$ cat config.mk
export PLATFORM = sky130hd
export DESIGN_NAME = voxel_brick_occupancy_encoder_flat
export DESIGN_NICKNAME = d
export VERILOG_FILES = /design/src/hw/rtl/vboe_pkg.sv /design/src/hw/rtl/vboe_if.sv /design/src/hw/rtl/voxel_brick_occupancy_encoder.sv /design/src/hw/rtl/vboe_result_fifo.sv /design/src/flat_wrapper.sv
export SDC_FILE = /design/constraint.sdc
export NUM_CORES = 1
export LEC_CHECK = 0
export BUFFER_PORTS_ARGS = -buffer_cell sky130_fd_sc_hd__buf_2
export CORE_AREA = 3 3 238 240
export CTS_CLUSTER_DIAMETER = 60
export CTS_CLUSTER_SIZE = 28
export DETAILED_ROUTE_END_ITERATION = 8
export DIE_AREA = 0 0 241 243
export SETUP_SLACK_MARGIN = 0.5
export SLEW_MARGIN = 20
export SYNTH_ARGS = -nofsm -noshare
export SYNTH_HDL_FRONTEND = slang
export SYNTH_SLANG_ARGS = --single-unit
$ cat constraint.sdc
create_clock -name clk -period 6.3 [get_ports clk]
set_input_delay 0 -clock clk [delete_from_list [all_inputs] [get_ports clk]]
set_output_delay 0 -clock clk [all_outputs]
set_load 0.05 [all_outputs]
$ cat src/hw/rtl/vboe_pkg.sv
// Shared types, constants and register codes of the voxel brick occupancy encoder.
`default_nettype none

package vboe_pkg;

	localparam int VOXEL_BITS_DEF = 16;
	localparam int BRICK_SIDE_DEF = 4;

	localparam int VOXEL_W = 16;
	localparam int INDEX_W = 6;
	localparam int MASK_W  = 64;
	localparam int COUNT_W = 7;
	localparam int FLAGS_W = 2;

	localparam int FIFO_DEPTH = 4;
	localparam int FIFO_PTR_W = 2;
	localparam int FIFO_CNT_W = 3;

	localparam logic KIND_PACKED  = 1'b0;
	localparam logic KIND_SUMMARY = 1'b1;

	localparam logic [FLAGS_W-1:0] FLAGS_UNIFORM = 2'd3;
	localparam logic [FLAGS_W-1:0] FLAGS_LIST    = 2'd1;

	localparam logic REG_EMPTY_CODE = 1'b0;

	typedef struct packed {
		logic                kind;
		logic [VOXEL_W-1:0]  packed_value;
		logic [INDEX_W-1:0]  packed_index;
		logic [MASK_W-1:0]   occupancy;
		logic [COUNT_W-1:0]  occupied_count;
		logic                single_material;
		logic [VOXEL_W-1:0]  brick_material;
		logic [FLAGS_W-1:0]  node_flags;
		logic                last;
	} vboe_result_t;

	typedef struct packed {
		logic [1:0]   n;
		vboe_result_t first;
		vboe_result_t second;
	} vboe_push_t;

endpackage

`default_nettype wire

$ cat src/hw/rtl/vboe_if.sv
// Valid/ready channel interfaces for voxel input and encoder results.
`default_nettype none

interface vboe_voxel_if;
	logic        valid;
	logic        ready;
	logic [15:0] voxel;

	modport source (output valid, output voxel, input ready);
	modport sink (input valid, input voxel, output ready);
endinterface

interface vboe_result_if;
	logic        valid;
	logic        ready;
	logic        kind;
	logic [15:0] packed_value;
	logic [5:0]  packed_index;
	logic [63:0] occupancy;
	logic [6:0]  occupied_count;
	logic        single_material;
	logic [15:0] brick_material;
	logic [1:0]  node_flags;
	logic        last;

	modport source (output valid, output kind, output packed_value, output packed_index,
		output occupancy, output occupied_count, output single_material,
		output brick_material, output node_flags, output last, input ready);
	modport sink (input valid, input kind, input packed_value, input packed_index,
		input occupancy, input occupied_count, input single_material,
		input brick_material, input node_flags, input last, output ready);
endinterface

`default_nettype wire

$ cat src/hw/rtl/voxel_brick_occupancy_encoder.sv
// Voxel brick occupancy encoder: one voxel per transfer, packed entries and a brick summary.
// Throughput: one voxel per cycle while the result queue has room; the last voxel of a
// brick yields up to two results. Results are written to the registered queue first.
// Results leave one per cycle while the sink is ready; a fully occupied brick yields 65 results.
// Reset clears the brick state, the empty code and the result queue; there is no clearing pass.
`default_nettype none

module voxel_brick_occupancy_encoder
	import vboe_pkg::*;
#(
	parameter int VOXEL_BITS = VOXEL_BITS_DEF,
	parameter int BRICK_SIDE = BRICK_SIDE_DEF
) (
	input  wire logic        clk,
	input  wire logic        arst_n,
	input  wire logic        psel,
	input  wire logic        penable,
	input  wire logic        pwrite,
	input  wire logic [2:0]  paddr,
	input  wire logic [31:0] pwdata,
	output logic      [31:0] prdata,
	output logic             pready,
	vboe_voxel_if.sink       voxels,
	vboe_result_if.source    results
);

	localparam int CELLS = BRICK_SIDE * BRICK_SIDE * BRICK_SIDE;
	localparam logic [INDEX_W-1:0] LAST_POS = INDEX_W'(CELLS - 1);
	localparam logic [VOXEL_W-1:0] VMASK =
		(VOXEL_BITS >= VOXEL_W) ? {VOXEL_W{1'b1}} : VOXEL_W'((64'd1 << VOXEL_BITS) - 64'd1);

	logic [VOXEL_W-1:0] empty_code_q;
	logic [INDEX_W-1:0] position_q;
	logic [MASK_W-1:0]  mask_q;
	logic [VOXEL_W-1:0] first_q;
	logic               still_uniform_q;
	logic [COUNT_W-1:0] count_q;

	logic               accept;
	logic [VOXEL_W-1:0] v;
	logic [VOXEL_W-1:0] empty;
	logic               occupied;
	logic               final_cell;
	logic               mismatch;
	logic               uni_next;
	logic [MASK_W-1:0]  mask_next;
	logic [COUNT_W-1:0] count_next;
	logic [VOXEL_W-1:0] first_next;
	vboe_result_t       entry;
	vboe_result_t       summary;
	vboe_push_t         push;
	vboe_result_t       head;
	logic               head_valid;
	logic               room;
	logic               cfg_write;

	assign pready    = 1'b1;
	assign cfg_write = psel && penable && pwrite && pready;
	assign prdata    = (paddr[2] == REG_EMPTY_CODE) ? {16'd0, empty_code_q} : 32'd0;

	always_ff @(posedge clk or negedge arst_n) begin
		if (!arst_n) begin
			empty_code_q <= '0;
		end else if (cfg_write && paddr[2] == REG_EMPTY_CODE) begin
			empty_code_q <= pwdata[VOXEL_W-1:0];
		end
	end

	assign voxels.ready = room;
	assign accept       = voxels.valid && room;

	always_comb begin
		v          = voxels.voxel & VMASK;
		empty      = empty_code_q & VMASK;
		occupied   = (v != empty);
		final_cell = (position_q == LAST_POS);
		mismatch   = occupied && (count_q != '0) && (first_q != v);
		uni_next   = still_uniform_q && !mismatch;
		mask_next  = mask_q | (occupied ? (MASK_W'(1) << position_q) : '0);
		count_next = count_q + COUNT_W'(occupied);
		first_next = (occupied && count_q == '0) ? v : first_q;

		entry                  = '0;
		entry.kind             = KIND_PACKED;
		entry.packed_value     = v;
		entry.packed_index     = count_q[INDEX_W-1:0];
		entry.last             = !final_cell;

		summary                 = '0;
		summary.kind            = KIND_SUMMARY;
		summary.occupancy       = mask_next;
		summary.occupied_count  = count_next;
		summary.single_material = uni_next;
		summary.brick_material  = (count_next == '0) ? empty_code_q : first_next;
		summary.node_flags      = uni_next ? FLAGS_UNIFORM : FLAGS_LIST;
		summary.last            = 1'b1;

		push.n      = accept ? (2'(occupied) + 2'(final_cell)) : 2'd0;
		push.first  = occupied ? entry : summary;
		push.second = summary;
	end

	always_ff @(posedge clk) begin
		if (accept && occupied && count_q == '0) begin
			first_q <= v;
		end
	end

	always_ff @(posedge clk or negedge arst_n) begin
		if (!arst_n) begin
			position_q      <= '0;
			mask_q          <= '0;
			still_uniform_q <= 1'b1;
			count_q         <= '0;
		end else if (accept) begin
			if (final_cell) begin
				position_q      <= '0;
				mask_q          <= '0;
				still_uniform_q <= 1'b1;
				count_q         <= '0;
			end else begin
				position_q      <= position_q + INDEX_W'(1);
				mask_q          <= mask_next;
				still_uniform_q <= uni_next;
				count_q         <= count_next;
			end
		end
	end

	vboe_result_fifo u_fifo (
		.clk        (clk),
		.arst_n     (arst_n),
		.push       (push),
		.room       (room),
		.head_valid (head_valid),
		.head       (head),
		.pop        (results.ready)
	);

	assign results.valid           = head_valid;
	assign results.kind            = head.kind;
	assign results.packed_value    = head.packed_value;
	assign results.packed_index    = head.packed_index;
	assign results.occupancy       = head.occupancy;
	assign results.occupied_count  = head.occupied_count;
	assign results.single_material = head.single_material;
	assign results.brick_material  = head.brick_material;
	assign results.node_flags      = head.node_flags;
	assign results.last            = head.last;

	a_brick_restart: assert property (@(posedge clk) disable iff (!arst_n)
		(accept && final_cell) |=> (position_q == '0 && count_q == '0 && mask_q == '0))
		else $error("brick state not cleared after the last voxel");

	a_count_bound: assert property (@(posedge clk) disable iff (!arst_n)
		count_q <= COUNT_W'(position_q))
		else $error("occupied count exceeds voxels taken");

	a_summary_flags: assert property (@(posedge clk) disable iff (!arst_n)
		(results.valid && results.kind == KIND_SUMMARY) |->
		(results.last && (results.single_material ? results.node_flags == FLAGS_UNIFORM
			: results.node_flags == FLAGS_LIST)))
		else $error("summary flags inconsistent");

	a_no_push_without_room: assert property (@(posedge clk) disable iff (!arst_n)
		(push.n != 2'd0) |-> room)
		else $error("result queue written without room");

endmodule

`default_nettype wire

$ cat src/hw/rtl/vboe_result_fifo.sv
// Small result queue that takes up to two results per cycle and returns one.
`default_nettype none

module vboe_result_fifo
	import vboe_pkg::*;
(
	input  wire logic         clk,
	input  wire logic         arst_n,
	input  wire vboe_push_t   push,
	output logic              room,
	output logic              head_valid,
	output vboe_result_t      head,
	input  wire logic         pop
);

	vboe_result_t mem_q [FIFO_DEPTH];
	logic [FIFO_PTR_W-1:0] wr_ptr_q;
	logic [FIFO_PTR_W-1:0] rd_ptr_q;
	logic [FIFO_CNT_W-1:0] cnt_q;
	logic                  do_pop;

	assign head_valid = (cnt_q != '0);
	assign head       = mem_q[rd_ptr_q];
	assign room       = (cnt_q <= FIFO_CNT_W'(FIFO_DEPTH - 2));
	assign do_pop     = pop && head_valid;

	always_ff @(posedge clk) begin
		if (push.n != 2'd0) begin
			mem_q[wr_ptr_q] <= push.first;
		end
		if (push.n == 2'd2) begin
			mem_q[wr_ptr_q + FIFO_PTR_W'(1)] <= push.second;
		end
	end

	always_ff @(posedge clk or negedge arst_n) begin
		if (!arst_n) begin
			wr_ptr_q <= '0;
			rd_ptr_q <= '0;
			cnt_q    <= '0;
		end else begin
			wr_ptr_q <= wr_ptr_q + FIFO_PTR_W'(push.n);
			rd_ptr_q <= rd_ptr_q + FIFO_PTR_W'(do_pop);
			cnt_q    <= cnt_q + FIFO_CNT_W'(push.n) - FIFO_CNT_W'(do_pop);
		end
	end

endmodule

`default_nettype wire
$ cat src/flat_wrapper.sv
// flat-port wrapper written by rule: the top's interface ports become plain ports
module voxel_brick_occupancy_encoder_flat import vboe_pkg::*;
#(
	parameter int VOXEL_BITS = VOXEL_BITS_DEF,
	parameter int BRICK_SIDE = BRICK_SIDE_DEF
)
  (clk, arst_n, psel, penable, pwrite, paddr, pwdata, prdata, pready, voxels_valid, voxels_voxel, voxels_ready, results_valid, results_kind, results_packed_value, results_packed_index, results_occupancy, results_occupied_count, results_single_material, results_brick_material, results_node_flags, results_last, results_ready);
  vboe_voxel_if voxels_i ();
  vboe_result_if results_i ();
  input  wire logic clk;
  input  wire logic arst_n;
  input  wire logic psel;
  input  wire logic penable;
  input  wire logic pwrite;
  input  wire logic [2:0] paddr;
  input  wire logic [31:0] pwdata;
  output logic      [31:0] prdata;
  output logic pready;
  input wire logic [$bits(voxels_i.valid)-1:0] voxels_valid;
  input wire logic [$bits(voxels_i.voxel)-1:0] voxels_voxel;
  output wire logic [$bits(voxels_i.ready)-1:0] voxels_ready;
  output wire logic [$bits(results_i.valid)-1:0] results_valid;
  output wire logic [$bits(results_i.kind)-1:0] results_kind;
  output wire logic [$bits(results_i.packed_value)-1:0] results_packed_value;
  output wire logic [$bits(results_i.packed_index)-1:0] results_packed_index;
  output wire logic [$bits(results_i.occupancy)-1:0] results_occupancy;
  output wire logic [$bits(results_i.occupied_count)-1:0] results_occupied_count;
  output wire logic [$bits(results_i.single_material)-1:0] results_single_material;
  output wire logic [$bits(results_i.brick_material)-1:0] results_brick_material;
  output wire logic [$bits(results_i.node_flags)-1:0] results_node_flags;
  output wire logic [$bits(results_i.last)-1:0] results_last;
  input wire logic [$bits(results_i.ready)-1:0] results_ready;
  assign voxels_i.valid = voxels_valid;
  assign voxels_i.voxel = voxels_voxel;
  assign voxels_ready = voxels_i.ready;
  assign results_valid = results_i.valid;
  assign results_kind = results_i.kind;
  assign results_packed_value = results_i.packed_value;
  assign results_packed_index = results_i.packed_index;
  assign results_occupancy = results_i.occupancy;
  assign results_occupied_count = results_i.occupied_count;
  assign results_single_material = results_i.single_material;
  assign results_brick_material = results_i.brick_material;
  assign results_node_flags = results_i.node_flags;
  assign results_last = results_i.last;
  assign results_i.ready = results_ready;
  voxel_brick_occupancy_encoder #(.VOXEL_BITS(VOXEL_BITS), .BRICK_SIDE(BRICK_SIDE)) u_core (.clk(clk), .arst_n(arst_n), .psel(psel), .penable(penable), .pwrite(pwrite), .paddr(paddr), .pwdata(pwdata), .prdata(prdata), .pready(pready), .voxels(voxels_i), .results(results_i));
endmodule
After elaboration in Yosys (flattened, before gate mapping)
Memory sizes are Yosys's and may differ from the RTL's. Cells that the tools add are included.

Flip-flop bits (word level): 117. Memory bits (writable): 456. Input port bits: 58. Output and inout bits: 149. Word-level logic and storage cells: 59. Memories: 1.

Memories: u_core.u_fifo.mem_q (depth 4, width 114, rd ports 1, clocked after Yosys merged registers in 0, write ports 2, line vboe_result_fifo.sv:16) `vboe_result_t mem_q [FIFO_DEPTH];`.

Add/sub/neg operators: 8. $lt $le $gt $ge: 1. Eq/ne operators: 4. Shift operators: 1. Muxes and demuxes: 15. Bitwise gates (word level): 2. Reductions and logical operators: 18.

Operators with widths (number): 64-bit two-way mux (2); 114-bit two-way mux (1); 64-bit bitwise OR (1); 1-bit by 6-bit left shift with 64-bit output, first input constant (1); 16-bit two-way mux (3); 16-bit != test (2); 7-bit zero test (2); 1-bit logical AND (11); 7-bit by 1-bit adder with 7-bit output (1); 7-bit two-way mux (1); 7-bit nonzero test (1); 6-bit by 1-bit adder with 6-bit output, second input constant (1); 6-bit == test, second input constant (1); 6-bit two-way mux (1); 1-bit two-way mux (5); 2-bit two-way mux (2); 3-bit by 2-bit adder with 3-bit output (1); 3-bit by 2-bit <= comparator with 1-bit output, second input constant (1); 3-bit nonzero test (1); 3-bit by 1-bit subtractor with 3-bit output (1); 1-bit by 1-bit adder with 2-bit output (1); 2-bit by 1-bit adder with 2-bit output (1); 2-bit by 1-bit adder with 2-bit output, second input constant (1); 2-bit adder (1); 4 further kinds (5).

Logic depth before layout (Yosys ltp)
Gate-level depths: netlist of the first run.

Depth after elaboration: 7. Mapped depth: 18. Depth with buffers taken out: 11.

Cells and area by module
Synthesis of the first run repeated with hierarchy kept, for this count alone.

Cells, all modules: 1919. Area total of the unflattened synthesis: 29213.0 µm².

Modules (own cells, without submodules): vboe_result_fifo (times used 1, cells each 1143, area each 22311.4 µm², seq. area each 13868.3 µm²); voxel_brick_occupancy_encoder (times used 1, cells each 776, area each 6901.6 µm², seq. area each 2834.0 µm²).

Worst setup path after synthesis of the first run
OpenSTA, ideal clock, no wires.

Path kind: reg2reg. From: register u_core.empty_code_q[9] (netlist: u_core.empty[9]). To: memory u_core.u_fifo.mem_q[0][10] in the netlist's numbering, enable pin. Library setup time: 0.443 ns. Data arrival time: 4.442 ns. Data required time: 5.857 ns. Setup slack: 1.415 ns. Cell stages (with the launch flop): 13. Buffers on the path: 3. Clock period less this slack: 4.885 ns. Cell sequence: dfrtp_1 > xor2_1 > nor4_1 > nand4_1 > buf_2 > buf_2 > buf_1 > ha_1 > nor2b_1 > nand3_1 > nor2_1 > nor2_1 > inv_1.

RTL lines: start, declared (line voxel_brick_occupancy_encoder.sv:32) `logic [VOXEL_W-1:0] empty_code_q;`; start signal, assigned (line voxel_brick_occupancy_encoder.sv:65) `empty_code_q <= pwdata[VOXEL_W-1:0];`; end, declared (line vboe_result_fifo.sv:16).

==> summary.md, run 1 <==
| Metric | Value |
|---|---|
| Outcome | `complete, no violations` |
| Grt total ovfl | `0` |
| EDFF count, synth | `~370` |
| Clock Power Share | `21.5%` |
| Asr flop ratio synth | `17.9%` |
| Global-route usage over all layers | `25.6%` |
| Routed WL per cell | `between 20 and 30 um` |
| Sequential fraction of the synthesis area | `between 60 and 70%` |
| Primary FF master, synth | `edfxtp_1` |
| Slew HR | `21.5%` |
| Routability cong. | `0.821` |
| DR DRC count | `0` |
| Placed cells | `2752` |
| Multi-input logic area | `0.00934 mm2` |
| Place WS | `1.72 ns` |
| Pint | `slightly below 8 mW` |
| Final Setup Violations | `0` |
| Die ar. | `0.0586 mm2` |
| IO Pins | `between 200 and 250` |
| Routed vias | `17600` |
| RR Endpoint | `u_core.u_fifo.mem_q[1][10]` |
| Placed cell area | `0.0271 mm2` |
| YS warnings | `0` |
| Hold Crit Start | `pwdata[3]` |
| Vias per cell | `6.15` |
| R2R Setup Slk | `1.71 ns` |
| Largest family of logic cells by synthesized area | `compound AO/OA/AOI/OAI gates` |
| Post-Synth Adder-Cell Area | `0.812%` |
| Clock skew | `0.0408 ns` |
| Post-Synth Simple-Gate Area | `10.1%` |
| Reg clk slew, reported paths | `0.08 ns` |
| Clock root cell | `clkbuf_16` |
| Pwr per Cell Area | `481 mW/mm2` |
| Initial antenna violation count | `3` |
| Pin count of the biggest net entering global routing | `90` |
| Port Buffers | `between 150 and 200` |
| NetSw | `around 6 mW` |
| # clock sinks | `565` |
| RSZ-0062 raised after global routing | `false` |
| Share of cells above drive strength 1 | `between 20% and 30%` |
| Setup tns final | `0 ns` |
| Post-route ant nets | `0` |
| Max Slew Vio Count | `0` |
| #FFs+latches synth | `565` |
| Final Hold Fails | `0` |
| WHS Endpoint | `u_core.empty[3]` |
| Worst Max-Slew Pin Slew | `about 1.2 ns` |
| Routed wire length | `~75000 um` |
| Complex-gate fraction of the synthesized area | `roughly an eighth` |
| Leak Pwr | `about 10 nW` |
| Worst EP arrival | `5.00 ns` |
| CTS Buffer Depth | `3` |
| Worst hold path class | `input port to register` |
| Final cell count without fillers | `2867` |
| Syn avg cell area | `12.8 um2` |
| Sequential Power Share | `a little under two fifths` |
| Die X | `about 240 um` |
| Worst Setup End Kind | `register` |
| Synth area leaders | `edfxtp_1 (43%), mux4_2 (9.9%), dfrtp_1 (9.8%), dfxtp_1 (7.5%), nor2_1 (4.5%)` |
| Post-synth top area share | `43.2%` |
| Number of max-cap violations | `0` |
| Hold Path Depth | `3` |
| CTS tree | `built` |
| FMAX | `0.218 GHz` |
| Core ar. | `roughly 0.055 mm2` |
| Starting Density | `46.6%` |
| Final Cell Area | `0.0290 mm2` |
| Startpoint types | `register` |
| CP required | `~6.7 ns` |
| Final min period | `4.59 ns` |
| Vias in the first global route | `17700` |
| Chip height | `243 um` |
| Comb pwr share | `41.4%` |
| Site row count | `86` |
| Clk_lat worst skew | `0.60 ns` |
| Synthesized area | `roughly 0.026 mm2` |
| Crit-path max FO | `19` |
| Global-route wire length before repair | `112000 um` |
| Layout area overhead | `13.4%` |
| Final Cycle Share | `approximately 73%` |
| Netlist cell types | `57` |
| Post-synthesis mux area share | `roughly a tenth` |
| Nets@finish | `2204` |
| FF/Latch Area | `0.0155 mm2` |
| R2R cell count | `12` |
| R2r startpoint | `u_core.empty[1]` |
| Pre-antenna DRT Iters | `6` |
| Post-DP HPWL | `43800 um` |
| Sw Ratio | `42.9%` |
| Fillcell total | `4701` |
| Setup WS post-layout | `1.71 ns` |
| Peak VDD IR | `roughly 350 uV` |
| Area leader, netlist | `edfxtp_1` |
| Initial DRC count | `1827` |
| # diodes | `0` |
| Total CTS buffers | `42` |
| Instance count of the mapped netlist | `2000` |
| H-tree lvl count | `2` |
| Setup CP Type | `register to register` |
| XOR/XNOR Fraction of Synth Area | `1.54%` |
==> through the flow <==
| stage | total power, mW | utilization, % | hold slack, ns |
|---|---|---|---|
| finish | 13.9 | 52.8 | 0.180 |
| global route | 14.5 | 52.8 | 0.189 |
| CTS | 14.0 | 52.8 | 0.148 |
| detailed placement | 11.0 | 49.3 | 0.0784 |
| global placement | 10.9 | 49.3 | 0.0798 |
| floorplan | 9.47 | - | -0.296 |
==> area by class of cell <==
cell class,instances,share of cell area [%]
Sequential cell,565,53.5
Clock inverter,30,1.37
Inverter,13,0.211
Clock buffer,47,3.87
Tap cell,704,3.04
Timing Repair Buffer,259,5.80
Multi-Input combinational cell,1249,32.2
==> routing by layer <==
metal	vias to the layer above	wire length [um]	GRT usage, %
met4	0	2700	8.61
met2	825	36200	41.7
met3	156	5940	4.36
li1	7754	-	-
met1	8911	29700	34.9
met5	-	0	0
==> worst max path at each step <==
stage                startpoint  depth (start not counted)  slack [ns]                    endpoint
6_report        u_core.empty[1]                         12        1.71  u_core.u_fifo.mem_q[1][10]
5_1_grt        u_core.empty[11]                         12        1.49  u_core.u_fifo.mem_q[0][14]
3_3_place_gp    u_core.empty[1]                         12        1.82  u_core.u_fifo.mem_q[1][10]
2_1_floorplan   u_core.empty[9]                         12        1.41  u_core.u_fifo.mem_q[0][10]
4_1_cts        u_core.empty[11]                         12        1.69  u_core.u_fifo.mem_q[1][10]
3_5_place_dp    u_core.empty[6]                         12        1.72  u_core.u_fifo.mem_q[1][10]
==> flip-flops by register name, summed over array words and instances (netlist names) <==
| name | count |
|---|---|
| u_core.position_q | 6 |
| u_core.u_fifo.mem_q | 448 |
| u_core.u_fifo.wr_ptr_q | 2 |
| u_core.still_uniform_q | 1 |
| u_core.first_q | 16 |
| u_core.mask_q | 64 |
| u_core.count_q | 7 |
| u_core.empty | 16 |
| u_core.u_fifo.cnt_q | 3 |
| u_core.u_fifo.rd_ptr_q | 2 |
==> power groups by stage <==
stage          Clock [mW]  Combinational, mW  Sequential [mW]
6_report             3.00               5.77             5.17
5_1_grt              3.18               6.08             5.25
3_5_place_dp            0               5.70             5.30
2_1_floorplan           0               4.48             4.99
3_3_place_gp            0               5.66             5.26
4_1_cts              3.04               5.74             5.23
==> synthesized netlist by cell type, types with 9 or more instances <==
cell type,number
edfxtp_1,368
nor2_1,305
a21oi_1,165
a22o_1,130
mux4_2,112
dfrtp_1,100
nand2_1,99
dfxtp_1,96
clkbuf_1,95
nor3_1,80
o21ai_0,55
a32o_1,45
buf_2,41
xor2_1,30
a31oi_1,29
buf_1,27
buf_4,22
and3_1,21
nor2b_1,20
mux2_2,16
ha_1,15
xnor2_1,15
inv_1,13
or2_2,12
a211oi_4,9
and2_1,9
==> worst max-delay path, cell delays in order, from the launching register on <==
cell and delay (ns):
dfrtp_1 0.48, xor2_1 0.19, nor4_1 0.37, nand4_1 0.27
buf_4 0.33, ha_1 0.34, ha_1 0.33, nand3_1 0.13
xor2_1 0.49, and4_1 0.86, buf_4 0.32, a211oi_4 0.08
nor3_1 0.22
==> cell usage in the layout (no fill, tap or decap), types with 9 or more instances in the layout <==
master and instances:
nor2_2 11, inv_1 9, xnor2_1 15, buf_2 170
o21ai_0 54, buf_4 47, a31oi_1 29, a211oi_4 9
a21oi_1 161, and3_1 21, and2_1 9, nor3_1 76
a32o_1 45, dfrtp_1 98, nand2_1 99, dfxtp_1 96
clkbuf_16 44, mux2_2 16, a22o_1 130, mux4_2 112
ha_1 15, conb_1 17, or2_2 12, dlygate4sd3_1 37
xor2_1 30, edfxtp_1 368, nor2_1 294, nor2b_1 20
==> cell families after synthesis <==
| family | Yosys count |
|---|---|
| AOI/OAI and AO/OA | 457 |
| xor gates and xnor gates | 45 |
| adders and majority gates | 16 |
| buffers and inverters | 201 |
| DFF | 565 |
| muxes | 129 |
| other | 2 |
| and+or+nand+nor | 585 |
==> what timing repair did <==
action,in CTS,in global routing
hold endpoints to repair,147,0
buffers inserted,0,0
setup endpoints to repair,0,0
gates resized for setup,0,0
hold buffers,37,0
No activity file was read; power rests on OpenSTA's default activity.
==> inputs of run 2 (changes only) <==
- clock period: 6.3 -> 4.67 ns (I/O delays scaled with it)
==> summary.md, run 2 (same netlist as run 1, synthesis figures left out) <==
| Metric | Value |
|---|---|
| Outcome | `complete, no violations` |
| Global-route usage over all layers | `around 26%` |
| Number of max-cap violations | `0` |
| Core ar. | `0.0549 mm2` |
| Most frequent cells in the layout | `edfxtp_1 (368), nor2_1 (295), buf_2 (170)` |
| Initial DRC count | `2014` |
| Max FFs per register | `roughly 450` |
| Worst hold path class | `input port to async pin` |
| Setup tns final | `0 ns` |
| CTS Buffer Depth | `3` |
| Final Setup Violations | `0` |
| Clk_lat worst skew | `0.60 ns` |
| Routed WL per cell | `26.0 um` |
| Layout area overhead | `14.4%` |
| Total CTS buffers | `42` |
| Post-route ant nets | `0` |
| DR DRC count | `0` |
| Worst Max-Slew Pin Slew | `approximately 1.1 ns` |
| Leak Pwr | `10.5 nW` |
| H-tree lvl count | `2` |
| Initial antenna violation count | `1` |
| Final Cell Area | `0.0293 mm2` |
| Pwr per Cell Area | `650 mW/mm2` |
| Fillcell total | `4636` |
| Top Registers | `u_core.u_fifo.mem_q: 448 flops, u_core.mask_q: 64 flops` |
| Port Buffers | `171` |
| Crit-path max FO | `29` |
| Share of cells above drive strength 1 | `23.2%` |
| Vias per cell | `6.16` |
| Startpoint types | `register` |
| Final Hold Fails | `0` |
| Routed wire length | `75100 um` |
| Die ar. | `0.0586 mm2` |
| Largest Register | `u_core.u_fifo.mem_q` |
| FF/Latch Area | `0.0155 mm2` |
| Post-DP HPWL | `46600 um` |
| Multi-input logic area | `approximately 0.0093 mm2` |
| FMAX | `0.261 GHz` |
| Nets@finish | `~2200` |
| # clock sinks | `565` |
| Final cell count without fillers | `about 2900` |
| CTS tree | `built` |
| Routed vias | `17800` |
| Worst EP arrival | `4.11 ns` |
| Final min period | `around 3.8 ns` |
| Max Slew Vio Count | `0` |
| Pin count of the biggest net entering global routing | `67` |
| Clock skew | `about 0.028 ns` |
| Site row count | `86` |
| Slew HR | `26.6%` |
| Commonest non-fill, non-tap cell in the layout | `edfxtp_1` |
| Reg clk slew, reported paths | `0.08 ns` |
| Routability cong. | `0.839` |
| Worst Setup End Kind | `register` |
| Placed cells | `2771` |
| Grt total ovfl | `0` |
| Placed cell area | `0.0273 mm2` |
| IO Pins | `207` |
| Pwr Total | `roughly 19 mW` |
| Starting Density | `46.6%` |
| Die X | `between 200 and 250 um` |
| R2R cell count | `12` |
| Pre-antenna DRT Iters | `6` |
| Global-route wire length before repair | `113000 um` |
| Chip height | `243 um` |
| Vias in the first global route | `17600` |
| CP required | `4.94 ns` |
| Clock root cell | `clkbuf_16` |
| Setup CP Type | `register to register` |
| Core Util, Final | `between 50% and 60%` |
| Peak VDD IR | `576 uV` |
| RSZ-0062 raised after global routing | `false` |
| # diodes | `0` |
| Final Cycle Share | `82.1%` |
## run 2: cell count changes in the layout (fill, tap and decap cells not counted), moves of 2 or more
cell	change
buf_12	+9
buf_4	+11
bufinv_16	+2
clkinv_4	+3
clkinv_8	-2
dlygate4sd3_1	-2
inv_4	-3
inv_6	-2
inv_8	+2
## run 2: where the power goes
| part | total (mW) | leakage, nW | internal, mW | switching [mW] |
|---|---|---|---|---|
| Combinational | 7.82 | 4.19 | 2.47 | 5.35 |
| Sequential | 7.03 | 5.58 | 6.26 | 0.768 |
| Clock | 4.16 | 0.761 | 2.18 | 1.97 |
## run 2: cell type report
class / instances / share of cell area [%]
repair buffers: 276 / 6.48
clock inverters: 30 / 1.45
flip-flops and latches: 565 / 53.0
clock buffers: 48 / 3.89
well taps: 704 / 3.01
inverters: 13 / 0.218
multi-input cells: 1249 / 32.0
## run 2: stage by stage
| step | hold slack, ns | setup slack (ns) |
|---|---|---|
| finish | 0.0145 | 0.836 |
| global route | 0.0568 | 0.610 |
| CTS | 0.00988 | 0.523 |
| detailed placement | 0.109 | 0.529 |
| global placement | 0.103 | 0.554 |
| floorplan | -0.296 | 0.399 |
## run 2: routing by layer
metal	track usage (%)	share of wire (%)	vias to the layer above	routed length, um
met5	0	0	-	0
met1	36.5	42	9037	31500
met4	8.10	2.8	0	2110
met2	40.6	48	806	35800
met3	3.97	7.6	123	5680
li1	-	-	7800	-
## run 2: critical path, stage by stage, from the launching register on
cell and delay (ns):
dfrtp_1 0.43, xor2_1 0.17, nor4_1 0.33, nand4_1 0.16, buf_4 0.20, ha_4 0.22
nor2b_1 0.15, nand3_1 0.25, nor3_2 0.29, buf_4 0.42, nor2_2 0.11, clkinvlp_4 0.43
buf_12 0.28
## run 2: what timing repair did
action | CTS | global route
gates cloned | 0 | 0
setup endpoints to repair | 3 | 167
endpoints found under the hold margin | 149 | 0
buffers inserted | 0 | 1
resized for setup | 1 | 1
pin swaps | 0 | 1
hold buffers | 35 | 0
## run 2: worst paths after layout
kind | slack, ns | start | endpoint
max in group asynchronous | 3.58 | arst_n | u_core.mask_q[62]
min in group clk | 0.17 | pwdata[1] | u_core.empty[1]
max reg2reg | 0.84 | u_core.empty[5] | u_core.u_fifo.mem_q[1][56]
min | 0.01 | arst_n | u_core.empty[8]
max | 0.84 | u_core.empty[5] | u_core.u_fifo.mem_q[1][56]
min reg2reg | 0.44 | u_core.u_fifo.mem_q[2][1] | u_core.u_fifo.mem_q[2][1]
